<file path="src/hdl/timed_key_history_wildcard_match_defines.svh">
`ifndef TIMED_KEY_HISTORY_WILDCARD_MATCH_DEFINES_SVH
`define TIMED_KEY_HISTORY_WILDCARD_MATCH_DEFINES_SVH

// checks that a condition is followed by an outcome on the next clock
`define THK_ASSERT_NEXT(name, cond, expr, msg) \
  name: assert property (@(posedge clk) disable iff (rst) (cond) |=> (expr)) \
    else $error(msg);

// checks that a condition holds together with an outcome in the same clock
`define THK_ASSERT_SAME(name, cond, expr, msg) \
  name: assert property (@(posedge clk) disable iff (rst) (cond) |-> (expr)) \
    else $error(msg);

`endif

</file>
<file path="src/hdl/thk_pkg.sv">
`default_nettype none

package thk_pkg;

  // default sizes of the history
  localparam int HISTORY_DEPTH_DEF = 16;
  localparam int MAX_PATTERN_DEF   = 8;
  localparam int KEY_BITS_DEF      = 4;

  // fixed field widths
  localparam int KIND_W     = 3;
  localparam int CODE_W     = 4;
  localparam int STAMP_W    = 32;
  localparam int PAT_WORD_W = 32;
  localparam int PLEN_W     = 4;
  localparam int FLEX_W     = 8;
  localparam int AGE_W      = 16;
  localparam int KEEP_W     = 5;
  localparam int START_W    = 4;
  localparam int COUNT_W    = 5;

  localparam logic [AGE_W-1:0] LIFESPAN_RESET = 16'd300;

  // operation codes
  localparam logic [KIND_W-1:0] KIND_PUSH   = 3'd0;
  localparam logic [KIND_W-1:0] KIND_QUERY  = 3'd1;
  localparam logic [KIND_W-1:0] KIND_CLEAR  = 3'd2;
  localparam logic [KIND_W-1:0] KIND_REMOVE = 3'd3;
  localparam logic [KIND_W-1:0] KIND_KEEP   = 3'd4;

  // per-cell control
  typedef struct packed {
    logic load;
    logic shift;
    logic capture;
  } cell_ctl_t;

endpackage

`default_nettype wire

</file>
<file path="src/hdl/thk_cell.sv">
`default_nettype none

module thk_cell #(
  parameter int KEY_BITS    = 4,
  parameter int MAX_PATTERN = 8
) (
  input  wire                                  clk,
  input  thk_pkg::cell_ctl_t                   ctl,
  input  wire  [KEY_BITS-1:0]                  new_key,
  input  wire  [thk_pkg::STAMP_W-1:0]          new_stamp,
  input  wire  [KEY_BITS-1:0]                  up_key,
  input  wire  [thk_pkg::STAMP_W-1:0]          up_stamp,
  input  wire  [thk_pkg::STAMP_W-1:0]          now_ms,
  input  wire  [thk_pkg::AGE_W-1:0]            limit,
  input  wire  [MAX_PATTERN-1:0][KEY_BITS-1:0] pat_keys,
  output logic [KEY_BITS-1:0]                  key,
  output logic [thk_pkg::STAMP_W-1:0]          stamp,
  output logic                                 age_ok,
  output logic [MAX_PATTERN-1:0]               key_eq
);
  import thk_pkg::*;

  logic [STAMP_W-1:0] age;

  // wrapping age of the held entry
  assign age = now_ms - stamp;

  always_ff @(posedge clk) begin
    if (ctl.load) begin
      key   <= new_key;
      stamp <= new_stamp;
    end else if (ctl.shift) begin
      key   <= up_key;
      stamp <= up_stamp;
    end
  end

  always_ff @(posedge clk) begin
    if (ctl.capture) begin
      age_ok <= (age <= {{(STAMP_W-AGE_W){1'b0}}, limit});
      for (int i = 0; i < MAX_PATTERN; i++) begin
        key_eq[i] <= (key == pat_keys[i]);
      end
    end
  end

endmodule

`default_nettype wire

</file>
<file path="src/hdl/thk_window.sv">
`default_nettype none

module thk_window #(
  parameter int HISTORY_DEPTH = 16,
  parameter int MAX_PATTERN   = 8,
  parameter int CNT_W         = 5,
  parameter int IDX_W         = 4
) (
  input  wire  [HISTORY_DEPTH-1:0]                  age_ok,
  input  wire  [HISTORY_DEPTH-1:0][MAX_PATTERN-1:0] key_eq,
  input  wire  [thk_pkg::PLEN_W-1:0]                plen,
  input  wire  [thk_pkg::FLEX_W-1:0]                flex,
  input  wire  [CNT_W-1:0]                          held,
  output logic                                      hit,
  output logic [IDX_W-1:0]                          hit_start,
  output logic [thk_pkg::FLEX_W-1:0]                hit_used
);
  import thk_pkg::*;

  localparam int CW = CNT_W + 5;

  logic [MAX_PATTERN-1:0]                    flex_ext;
  logic [MAX_PATTERN-1:0]                    active;
  logic                                      len_ok;
  logic [HISTORY_DEPTH-1:0][MAX_PATTERN-1:0] pos_fail;
  logic [HISTORY_DEPTH-1:0][MAX_PATTERN-1:0] pos_used;
  logic [HISTORY_DEPTH-1:0]                  win_ok;

  assign len_ok = (plen != '0) && (CW'(plen) <= CW'(MAX_PATTERN)) && (CW'(plen) <= CW'(held));

  genvar s, i;
  generate
    for (i = 0; i < MAX_PATTERN; i++) begin : g_pos
      if (i < FLEX_W) begin : g_flex
        assign flex_ext[i] = flex[i];
      end else begin : g_noflex
        assign flex_ext[i] = 1'b0;
      end
      assign active[i] = (CW'(i) < CW'(plen));
    end

    for (s = 0; s < HISTORY_DEPTH; s++) begin : g_win
      for (i = 0; i < MAX_PATTERN; i++) begin : g_tap
        if (s + i < HISTORY_DEPTH) begin : g_in
          assign pos_fail[s][i] = active[i] &&
                                  (!age_ok[s+i] || (!key_eq[s+i][i] && !flex_ext[i]));
          assign pos_used[s][i] = active[i] && !key_eq[s+i][i] && flex_ext[i];
        end else begin : g_out
          assign pos_fail[s][i] = active[i];
          assign pos_used[s][i] = 1'b0;
        end
      end
      assign win_ok[s] = len_ok && (CW'(s) + CW'(plen) <= CW'(held)) && !(|pos_fail[s]);
    end
  endgenerate

  // first window from the oldest entry wins
  always_comb begin
    hit       = 1'b0;
    hit_start = '0;
    hit_used  = '0;
    for (int w = HISTORY_DEPTH - 1; w >= 0; w--) begin
      if (win_ok[w]) begin
        hit       = 1'b1;
        hit_start = IDX_W'(w);
        for (int j = 0; j < FLEX_W; j++) begin
          hit_used[j] = (j < MAX_PATTERN) ? pos_used[w][j % MAX_PATTERN] : 1'b0;
        end
      end
    end
  end

endmodule

`default_nettype wire

</file>
<file path="src/hdl/timed_key_history_wildcard_match.sv">
`default_nettype none

// timed key history with wildcard window match. a row of cells holds the
// history in age order, cell 0 the oldest; full pushes, removals and trims
// move the words one cell down per clock. a word is taken when start is high
// and busy is low, and each word yields one result, shown for a single cycle
// with done high; the receiver cannot stall, so results must be taken as
// they come. push, clear, remove oldest and unknown kinds answer on the next
// cycle, and a new word may be started in that same cycle. a match query
// first has the cells capture age and key compares, then the window picker
// chooses the first matching window. a keep newest that trims shifts the
// cell row once per cycle until keep_count entries are left; a keep newest
// that trims nothing answers on the next cycle. cfg_write loads the default
// lifespan (reset 300 ms); the user must write it only while the block is
// idle, and the block itself does not enforce this
module timed_key_history_wildcard_match #(
  parameter int HISTORY_DEPTH = thk_pkg::HISTORY_DEPTH_DEF,
  parameter int MAX_PATTERN   = thk_pkg::MAX_PATTERN_DEF,
  parameter int KEY_BITS      = thk_pkg::KEY_BITS_DEF
) (
  input  wire                              clk,
  input  wire                              rst,
  input  wire                              start,
  output logic                             busy,
  input  wire  [thk_pkg::KIND_W-1:0]       kind,
  input  wire  [thk_pkg::CODE_W-1:0]       key_code,
  input  wire  [thk_pkg::STAMP_W-1:0]      now_ms,
  input  wire  [thk_pkg::PAT_WORD_W-1:0]   pattern_keys,
  input  wire  [thk_pkg::PLEN_W-1:0]       pattern_length,
  input  wire  [thk_pkg::FLEX_W-1:0]       flex_mask,
  input  wire  [thk_pkg::AGE_W-1:0]        max_age_ms,
  input  wire  [thk_pkg::KEEP_W-1:0]       keep_count,
  input  wire                              cfg_write,
  input  wire  [thk_pkg::AGE_W-1:0]        cfg_data,
  output logic                             done,
  output logic                             found,
  output logic [thk_pkg::START_W-1:0]      start_index,
  output logic [thk_pkg::FLEX_W-1:0]       flex_used,
  output logic [thk_pkg::COUNT_W-1:0]      entry_count
);
  import thk_pkg::*;

  localparam int IDX_W = (HISTORY_DEPTH > 1) ? $clog2(HISTORY_DEPTH) : 1;
  localparam int CNT_W = $clog2(HISTORY_DEPTH + 1);
  localparam int CW    = CNT_W + 5;

  typedef enum logic [2:0] {
    ST_IDLE  = 3'b001,
    ST_MATCH = 3'b010,
    ST_TRIM  = 3'b100
  } state_t;

  state_t state, state_next;

  // control state
  logic [CNT_W-1:0] held, held_next;
  logic [CNT_W-1:0] keep_tgt, keep_tgt_next;
  logic [AGE_W-1:0] lifespan;
  logic             done_next;

  // query words latched at capture
  logic [PLEN_W-1:0] plen_q;
  logic [FLEX_W-1:0] flex_q;

  // result next values
  logic               found_next;
  logic [IDX_W-1:0]   start_next;
  logic [FLEX_W-1:0]  used_next;

  logic               accept;
  logic               full;
  logic               keep_hit;
  logic               shift_all;
  logic [AGE_W-1:0]   limit;
  logic [KEY_BITS-1:0] new_key;
  logic [7:0]          code_ext;
  logic [2*PAT_WORD_W-1:0] pat_ext;

  logic [MAX_PATTERN-1:0][KEY_BITS-1:0]     pat_keys;
  cell_ctl_t [HISTORY_DEPTH-1:0]            ctl;
  logic [HISTORY_DEPTH-1:0][KEY_BITS-1:0]   cell_key;
  logic [HISTORY_DEPTH-1:0][STAMP_W-1:0]    cell_stamp;
  logic [HISTORY_DEPTH-1:0]                 cell_age_ok;
  logic [HISTORY_DEPTH-1:0][MAX_PATTERN-1:0] cell_key_eq;

  logic               hit;
  logic [IDX_W-1:0]   hit_start;
  logic [FLEX_W-1:0]  hit_used;

  assign busy     = (state != ST_IDLE);
  assign accept   = start && !busy;
  assign full     = (held == CNT_W'(HISTORY_DEPTH));
  assign keep_hit = (keep_count != '0) && (CW'(keep_count) < CW'(held));
  assign limit    = (max_age_ms != '0) ? max_age_ms : lifespan;

  // key code trimmed or widened to the stored key width
  assign code_ext = {4'b0000, key_code};
  assign new_key  = code_ext[KEY_BITS-1:0];

  // pattern positions past bit 31 of the pattern word read as key 0
  assign pat_ext = {{PAT_WORD_W{1'b0}}, pattern_keys};

  genvar i, c;
  generate
    for (i = 0; i < MAX_PATTERN; i++) begin : g_pat
      if (i * KEY_BITS < PAT_WORD_W) begin : g_word
        assign pat_keys[i] = pat_ext[i*KEY_BITS +: KEY_BITS];
      end else begin : g_zero
        assign pat_keys[i] = '0;
      end
    end
  endgenerate

  // the whole row moves one cell toward the oldest end on a full push,
  // a remove from a non-empty history, or each trim cycle
  assign shift_all = (accept && (((kind == KIND_PUSH) && full) ||
                                 ((kind == KIND_REMOVE) && (held != '0)))) ||
                     (state == ST_TRIM);

  generate
    for (c = 0; c < HISTORY_DEPTH; c++) begin : g_cell
      logic [KEY_BITS-1:0] up_key;
      logic [STAMP_W-1:0]  up_stamp;

      // a push that is not full writes the first free cell
      assign ctl[c].load    = accept && (kind == KIND_PUSH) && !full &&
                              (held == CNT_W'(c));
      assign ctl[c].shift   = shift_all;
      assign ctl[c].capture = accept && (kind == KIND_QUERY);

      // the top cell takes the incoming key code and time stamp when the row shifts
      if (c == HISTORY_DEPTH - 1) begin : g_top
        assign up_key   = new_key;
        assign up_stamp = now_ms;
      end else begin : g_mid
        assign up_key   = cell_key[c+1];
        assign up_stamp = cell_stamp[c+1];
      end

      thk_cell #(
        .KEY_BITS    (KEY_BITS),
        .MAX_PATTERN (MAX_PATTERN)
      ) u_cell (
        .clk       (clk),
        .ctl       (ctl[c]),
        .new_key   (new_key),
        .new_stamp (now_ms),
        .up_key    (up_key),
        .up_stamp  (up_stamp),
        .now_ms    (now_ms),
        .limit     (limit),
        .pat_keys  (pat_keys),
        .key       (cell_key[c]),
        .stamp     (cell_stamp[c]),
        .age_ok    (cell_age_ok[c]),
        .key_eq    (cell_key_eq[c])
      );
    end
  endgenerate

  thk_window #(
    .HISTORY_DEPTH (HISTORY_DEPTH),
    .MAX_PATTERN   (MAX_PATTERN),
    .CNT_W         (CNT_W),
    .IDX_W         (IDX_W)
  ) u_window (
    .age_ok    (cell_age_ok),
    .key_eq    (cell_key_eq),
    .plen      (plen_q),
    .flex      (flex_q),
    .held      (held),
    .hit       (hit),
    .hit_start (hit_start),
    .hit_used  (hit_used)
  );

  // sequencer
  always_comb begin
    state_next    = state;
    held_next     = held;
    keep_tgt_next = keep_tgt;
    done_next     = 1'b0;
    found_next    = 1'b0;
    start_next    = '0;
    used_next     = '0;
    case (state)
      ST_IDLE: begin
        if (accept) begin
          done_next = 1'b1;
          case (kind)
            KIND_PUSH: begin
              if (!full) begin
                held_next = held + 1'b1;
              end
            end
            KIND_QUERY: begin
              done_next  = 1'b0;
              state_next = ST_MATCH;
            end
            KIND_CLEAR: begin
              held_next = '0;
            end
            KIND_REMOVE: begin
              if (held != '0) begin
                held_next = held - 1'b1;
              end
            end
            KIND_KEEP: begin
              if (keep_hit) begin
                done_next     = 1'b0;
                state_next    = ST_TRIM;
                keep_tgt_next = CNT_W'(keep_count);
              end
            end
            default: begin
              done_next = 1'b1;
            end
          endcase
        end
      end
      ST_MATCH: begin
        done_next  = 1'b1;
        found_next = hit;
        start_next = hit_start;
        used_next  = hit_used;
        state_next = ST_IDLE;
      end
      ST_TRIM: begin
        held_next = held - 1'b1;
        if (held - 1'b1 == keep_tgt) begin
          done_next  = 1'b1;
          state_next = ST_IDLE;
        end
      end
      default: begin
        state_next = ST_IDLE;
      end
    endcase
  end

  always_ff @(posedge clk) begin
    if (rst) begin
      state    <= ST_IDLE;
      held     <= '0;
      done     <= 1'b0;
      lifespan <= LIFESPAN_RESET;
    end else begin
      state <= state_next;
      held  <= held_next;
      done  <= done_next;
      if (cfg_write) begin
        lifespan <= cfg_data;
      end
    end
  end

  always_ff @(posedge clk) begin
    keep_tgt <= keep_tgt_next;
    if (accept && (kind == KIND_QUERY)) begin
      plen_q <= pattern_length;
      flex_q <= flex_mask;
    end
    if (done_next) begin
      found       <= found_next;
      start_index <= START_W'(start_next);
      flex_used   <= used_next;
      entry_count <= COUNT_W'(held_next);
    end
  end

`include "timed_key_history_wildcard_match_defines.svh"

  // a query never answers in the cycle after it is taken
  `THK_ASSERT_NEXT(a_query_two_cycles, accept && (kind == KIND_QUERY), busy && !done, "query result too early")
  // the window pick always ends in a result and frees the block
  `THK_ASSERT_NEXT(a_match_done, state == ST_MATCH, done && !busy, "match cycle gave no result")
  // push, clear and remove operations answer on the next cycle
  `THK_ASSERT_NEXT(a_quick_done, accept && ((kind == KIND_PUSH) || (kind == KIND_CLEAR) || (kind == KIND_REMOVE)), done, "missing result")
  // a result without a match carries no flex marks
  `THK_ASSERT_SAME(a_miss_clean, done && !found, (flex_used == '0) && (start_index == '0), "miss result not clean")

endmodule

`default_nettype wire
</file>
<file path="config.mk">
export PLATFORM = sky130hd
export DESIGN_NAME = timed_key_history_wildcard_match
export DESIGN_NICKNAME = d
export VERILOG_FILES = /design/src/hdl/thk_pkg.sv /design/src/hdl/thk_cell.sv /design/src/hdl/thk_window.sv /design/src/hdl/timed_key_history_wildcard_match.sv
export VERILOG_INCLUDE_DIRS = /design/src /design/src/hdl
export SDC_FILE = /design/constraint.sdc
export NUM_CORES = 2
export LEC_CHECK = 0
export BUFFER_PORTS_ARGS = -buffer_cell sky130_fd_sc_hd__buf_2
export CORE_MARGIN = 2
export CORE_UTILIZATION = 40
export DETAILED_ROUTE_END_ITERATION = 8
export PLACE_DENSITY = 0.63
export SLEW_MARGIN = 20
export SYNTH_ARGS = -nofsm -noshare
export SYNTH_HDL_FRONTEND = slang
export SYNTH_SLANG_ARGS = --single-unit
</file>
<file path="constraint.sdc">
create_clock -name clk -period 8.4 [get_ports clk]
set_input_delay 0 -clock clk [delete_from_list [all_inputs] [get_ports clk]]
set_output_delay 0 -clock clk [all_outputs]
set_load 0.02 [all_outputs]
</file>
==> results_tabular.tex <==
\begin{tabular}{lr}
\hline
Metric & Value \\
\hline
\multicolumn{2}{l}{\textbf{Synth}} \\
\quad Synth Net Count & 9013 \\
\quad Post-synthesis compound-gate area fraction & a little over a fifth \\
\quad Most frequently used cell type in the post-synthesis netlist & sky130\_fd\_sc\_hd\_\_ha\_1 \\
\quad Number of synthesis warnings & 0 \\
\quad Mux share of post-synthesis cell area & around 4.4\% \\
\quad Most frequent cells after synthesis & 818 x sky130\_fd\_sc\_hd\_\_ha\_1, 796 x sky130\_fd\_sc\_hd\_\_o21ai\_0, 727 x sky130\_fd\_sc\_hd\_\_edfxtp\_1 \\
\quad Fraction of registers with async set or reset after synthesis & 0\% \\
\quad Fraction of post-synthesis cell area in the top cell type by area & between 30\% and 40\% \\
\quad Sequential fraction of the synthesis area & 31.4\% \\
\quad Synth area leaders & sky130\_fd\_sc\_hd\_\_edfxtp\_1 31\%, sky130\_fd\_sc\_hd\_\_ha\_1 14\%, sky130\_fd\_sc\_hd\_\_xor2\_1 6.1\% \\
\quad Combinational family with the most area after synthesis & compound AO/OA/AOI/OAI gates \\
\quad Simple-gate share of the synthesized area & 14.6\% \\
\quad Synthesized area per cell & 8.83 um2 \\
\quad Post-synthesis share of cell area spent on xor and xnor gates & 8.39\% \\
\quad Post-synthesis cell type with the largest combined area & sky130\_fd\_sc\_hd\_\_edfxtp\_1 \\
\quad Synthesized cell area & 71100 um2 \\
\quad Count of different cell masters after synthesis & 104 \\
\quad Count of flip-flops with a built-in enable after synthesis & 727 \\
\quad Post-Synth Adder-Cell Area & 14.8\% \\
\quad Post-synthesis sequential element count & 752 \\
\quad Primary FF master, synth & sky130\_fd\_sc\_hd\_\_edfxtp\_1 \\
\quad Count of mapped cells out of synthesis & 8055 \\
\multicolumn{2}{l}{\textbf{Critical path}} \\
\quad Startpoint types & primary input \\
\quad Delay of the slowest critical-path stage & 0.54 ns \\
\quad Category of cells accounting for the largest share of critical-path delay & compound AO/OA/AOI/OAI gates \\
\quad Nature of the critical path endpoint & flip-flop \\
\quad Worst path bufs/invs & 5 \\
\quad Launch point of the critical path & now\_ms[0] \\
\quad Cell type with the highest occurrence count on the critical path & sky130\_fd\_sc\_hd\_\_o2111ai\_1 \\
\quad Beginning of the worst register-to-register path & g\_cell[10].u\_cell.stamp[1] \\
\quad Slowest CP cell & sky130\_fd\_sc\_hd\_\_dlygate4sd3\_1 \\
\quad Critical-path maximum fanout & 14 \\
\quad Required @ worst endpoint & just under 9 ns \\
\quad Startpoint-to-endpoint class of the critical path & in2reg \\
\quad Arrival time reported for the critical path endpoint & 6.38 ns \\
\multicolumn{2}{l}{\textbf{Routing}} \\
\quad Final WL & about 230000 um \\
\quad TritonRoute pass-1 iters & 5 \\
\quad DRC violations left & 0 \\
\quad Violation count after the first detailed-route iteration & 4694 \\
\quad Via count & 62300 \\
\quad Mean number of vias per cell & 5.83 \\
\quad Routed WL per cell & 21.3 um \\
\quad Antenna violation net count after detailed routing & 0 \\
\multicolumn{2}{l}{\textbf{Die}} \\
\quad Core region area & 176000 um2 \\
\quad Area of the die & 181000 um2 \\
\quad Width of the die & 426 um \\
\quad Starting utilization of the core area & about two fifths \\
\quad Num rows & 154 \\
\quad I/O pins & 144 \\
\quad Vert. Die Dim & 426 um \\
\multicolumn{2}{l}{\textbf{Global routing}} \\
\quad Number of antenna violations at the first check in global routing & 4 \\
\quad Global routing usage summed across all routing layers & 24.3\% \\
\quad Number of global-route vias before repair & 61500 \\
\quad Pin count of the biggest net entering global routing & 75 \\
\quad First-pass GRT wire length & $\sim$350000 um \\
\quad Overflow after GRT & 0 \\
\multicolumn{2}{l}{\textbf{Place}} \\
\quad Final weighted congestion in routability-driven placement & 0.990 \\
\quad Number of input and output port buffers inserted & between 100 and 150 \\
\quad Placed cell count & just over 10000 \\
\quad Detailed placer's ending HPWL & 175000 um \\
\multicolumn{2}{l}{\textbf{Final layout}} \\
\quad Layout Nets & 9219 \\
\quad Number of cells in the finished layout apart from fillers & 10700 \\
\quad Area Growth Syn to Fin & 12.3\% \\
\quad Number of antenna repair diodes & 0 \\
\quad Share of post-route cells with drive strength above 1 & 8.49\% \\
\multicolumn{2}{l}{\textbf{STA}} \\
\quad Final number of max-transition violations & 0 \\
\quad Period Utilization, post-route & a little over two thirds \\
\quad Setup repair after global routing missed its margin & false \\
\quad Final count of hold timing violations & 0 \\
\quad Min Tclk post-route & 5.83 ns \\
\quad Highest achievable clock rate & 0.171 GHz \\
\quad Final number of setup-violating endpoints & 0 \\
\quad Least-Margin Pin Slew & roughly 1.2 ns \\
\quad Clock tree skew after final layout & between 0.05 and 0.06 ns \\
\quad Rel. slew slack & 20.6\% \\
\quad Fin Setup TNS & 0 ns \\
\multicolumn{2}{l}{\textbf{Power and ir drop}} \\
\quad Pwr per Cell Area & 143 nW/um2 \\
\quad Worst voltage drop across the vdd grid & 0.149 mV \\
\quad Leakage dissipation & between 30 and 40 nW \\
\multicolumn{2}{l}{\textbf{Run status}} \\
\quad Outcome & finished, final reports clean \\
\multicolumn{2}{l}{\textbf{Clock tree}} \\
\quad Number of buffers inserted during clock tree synthesis & 97 \\
\quad Clock tree from TritonCTS & yes \\
\quad Clock Pin Slew Worst Setup and Hold Paths & 0.06 ns \\
\quad Worst-Skew Late Latency & 0.76 ns \\
\quad CTS sink cnt & 752 \\
\quad Number of H-tree branching levels & 3 \\
\quad Maximum buffer depth of the clock tree & 3 \\
\quad Root Driver & sky130\_fd\_sc\_hd\_\_clkbuf\_16 \\
\multicolumn{2}{l}{\textbf{Hold path}} \\
\quad Worst min path class & in2reg \\
\quad Hold path startpoint & now\_ms[28] \\
\multicolumn{2}{l}{\textbf{Flow run}} \\
\quad Number of violations of the max-capacitance limit & 0 \\
\hline
\end{tabular}
==> final timing paths <==
check                                     end  slack, ns  cells after the start
setup / recovery     g_cell[11].u_cell.age_ok       2.57                     25
hold / removal    g_cell[15].u_cell.stamp[28]       0.11                      2
setup reg to reg     g_cell[10].u_cell.age_ok       3.03                     18
hold reg to reg     g_cell[1].u_cell.stamp[0]       0.56                      2
==> cell type report <==
class | instances | area, um2
flip-flops and latches | 752 | 22300
repair buffers | 431 | 3350
well taps | 2340 | 2930
fillers | 16700 | 96500
clock inverters | 71 | 935
clock buffers | 110 | 2480
inverters | 680 | 2550
multi-input cells | 6299 | 45300
==> cell usage in the layout, fill, tap and decap left out, types with 28 or more instances in the layout <==
| master | synthesis | routed |
|---|---|---|
| sky130_fd_sc_hd__a2111oi_0 | 36 | 34 |
| sky130_fd_sc_hd__a211o_1 | 34 | 34 |
| sky130_fd_sc_hd__a211oi_1 | 86 | 86 |
| sky130_fd_sc_hd__a21boi_0 | 28 | 28 |
| sky130_fd_sc_hd__a21o_1 | 177 | 177 |
| sky130_fd_sc_hd__a21oi_1 | 488 | 473 |
| sky130_fd_sc_hd__a22oi_1 | 32 | 32 |
| sky130_fd_sc_hd__a31oi_1 | 69 | 69 |
| sky130_fd_sc_hd__and2_1 | 33 | 33 |
| sky130_fd_sc_hd__and3_1 | 48 | 48 |
| sky130_fd_sc_hd__buf_2 | 53 | 143 |
| sky130_fd_sc_hd__buf_4 | 1 | 100 |
| sky130_fd_sc_hd__clkbuf_16 | 0 | 97 |
| sky130_fd_sc_hd__dlygate4sd3_1 | 0 | 188 |
| sky130_fd_sc_hd__edfxtp_1 | 727 | 727 |
| sky130_fd_sc_hd__ha_1 | 818 | 818 |
| sky130_fd_sc_hd__inv_1 | 677 | 677 |
| sky130_fd_sc_hd__mux2_2 | 218 | 218 |
| sky130_fd_sc_hd__mux2i_1 | 65 | 65 |
| sky130_fd_sc_hd__nand2_1 | 695 | 690 |
| sky130_fd_sc_hd__nand2b_1 | 123 | 123 |
| sky130_fd_sc_hd__nand3_1 | 123 | 119 |
| sky130_fd_sc_hd__nand4_1 | 98 | 98 |
| sky130_fd_sc_hd__nor2_1 | 483 | 470 |
| sky130_fd_sc_hd__nor2b_1 | 104 | 104 |
| sky130_fd_sc_hd__nor3_1 | 134 | 133 |
| sky130_fd_sc_hd__nor3b_1 | 30 | 30 |
| sky130_fd_sc_hd__nor4_1 | 151 | 151 |
| sky130_fd_sc_hd__o211ai_1 | 71 | 71 |
| sky130_fd_sc_hd__o21a_1 | 111 | 111 |
| sky130_fd_sc_hd__o21ai_0 | 796 | 785 |
| sky130_fd_sc_hd__o21bai_1 | 55 | 55 |
| sky130_fd_sc_hd__o221ai_1 | 31 | 31 |
| sky130_fd_sc_hd__o22ai_1 | 33 | 33 |
| sky130_fd_sc_hd__o31ai_1 | 40 | 40 |
| sky130_fd_sc_hd__or3_1 | 33 | 33 |
| sky130_fd_sc_hd__xnor2_1 | 189 | 189 |
| sky130_fd_sc_hd__xor2_1 | 492 | 492 |
==> sequential cells by signal, indices dropped and copies added, names as in the netlist <==
signal	cells
held	5
g_cell.u_cell.key_eq	100
g_cell.u_cell.stamp	512
g_cell.u_cell.key	64
done	1
found	1
state	3
g_cell.u_cell.age_ok	16
plen_q	4
flex_q	8
keep_tgt	5
entry_count	5
flex_used	8
lifespan	16
start_index	4
==> stage by stage <==
stage          setup slack (ns)  area [um2]  power (mW)  hold WS, ns  util [%]
2_1_floorplan              1.55       71100        6.10       0.0716         -
3_3_place_gp               2.51       74500        6.81        0.176      42.3
3_5_place_dp               2.45       74500        6.86        0.178      42.3
4_1_cts                    2.64       79800        11.5       0.0579      45.3
5_1_grt                    2.16       79800        12.0        0.125      45.3
6_report                   2.57       79800        11.5        0.109      45.3
==> power breakdown <==
group | total (mW) | leakage [nW] | switching, mW | internal [mW]
Combinational | 2.65 | 23.9 | 1.60 | 1.05
Sequential | 4.24 | 6.86 | 0.0601 | 4.18
Clock | 4.56 | 1.65 | 1.80 | 2.76
Total | 11.5 | 32.4 | 3.46 | 7.99
==> cell families (layout without fill, tap and decap cells) <==
group	count (synthesis)	count (layout)
AOI/OAI and AO/OA	2349	2349
and+or+nand+nor	2152	2152
buffers and inverters	1004	1292
adders and majority gates	834	834
DFF	752	752
xor gates and xnor gates	681	681
muxes	283	283
==> routing by layer <==
metal	GRT usage (%)	up-vias	wire [um]
met3	3.38	470	13900
met2	42.3	2006	109000
li1	-	30100	-
met4	9.31	2	8510
met1	30.4	29700	95900
met5	0	-	20
==> repair_timing <==
item,in CTS,in global routing
resized for setup,0,0
hold buffers,188,0
endpoints found under the hold margin,491,0
setup buffers,0,0
(Power assumes the default switching activity.)
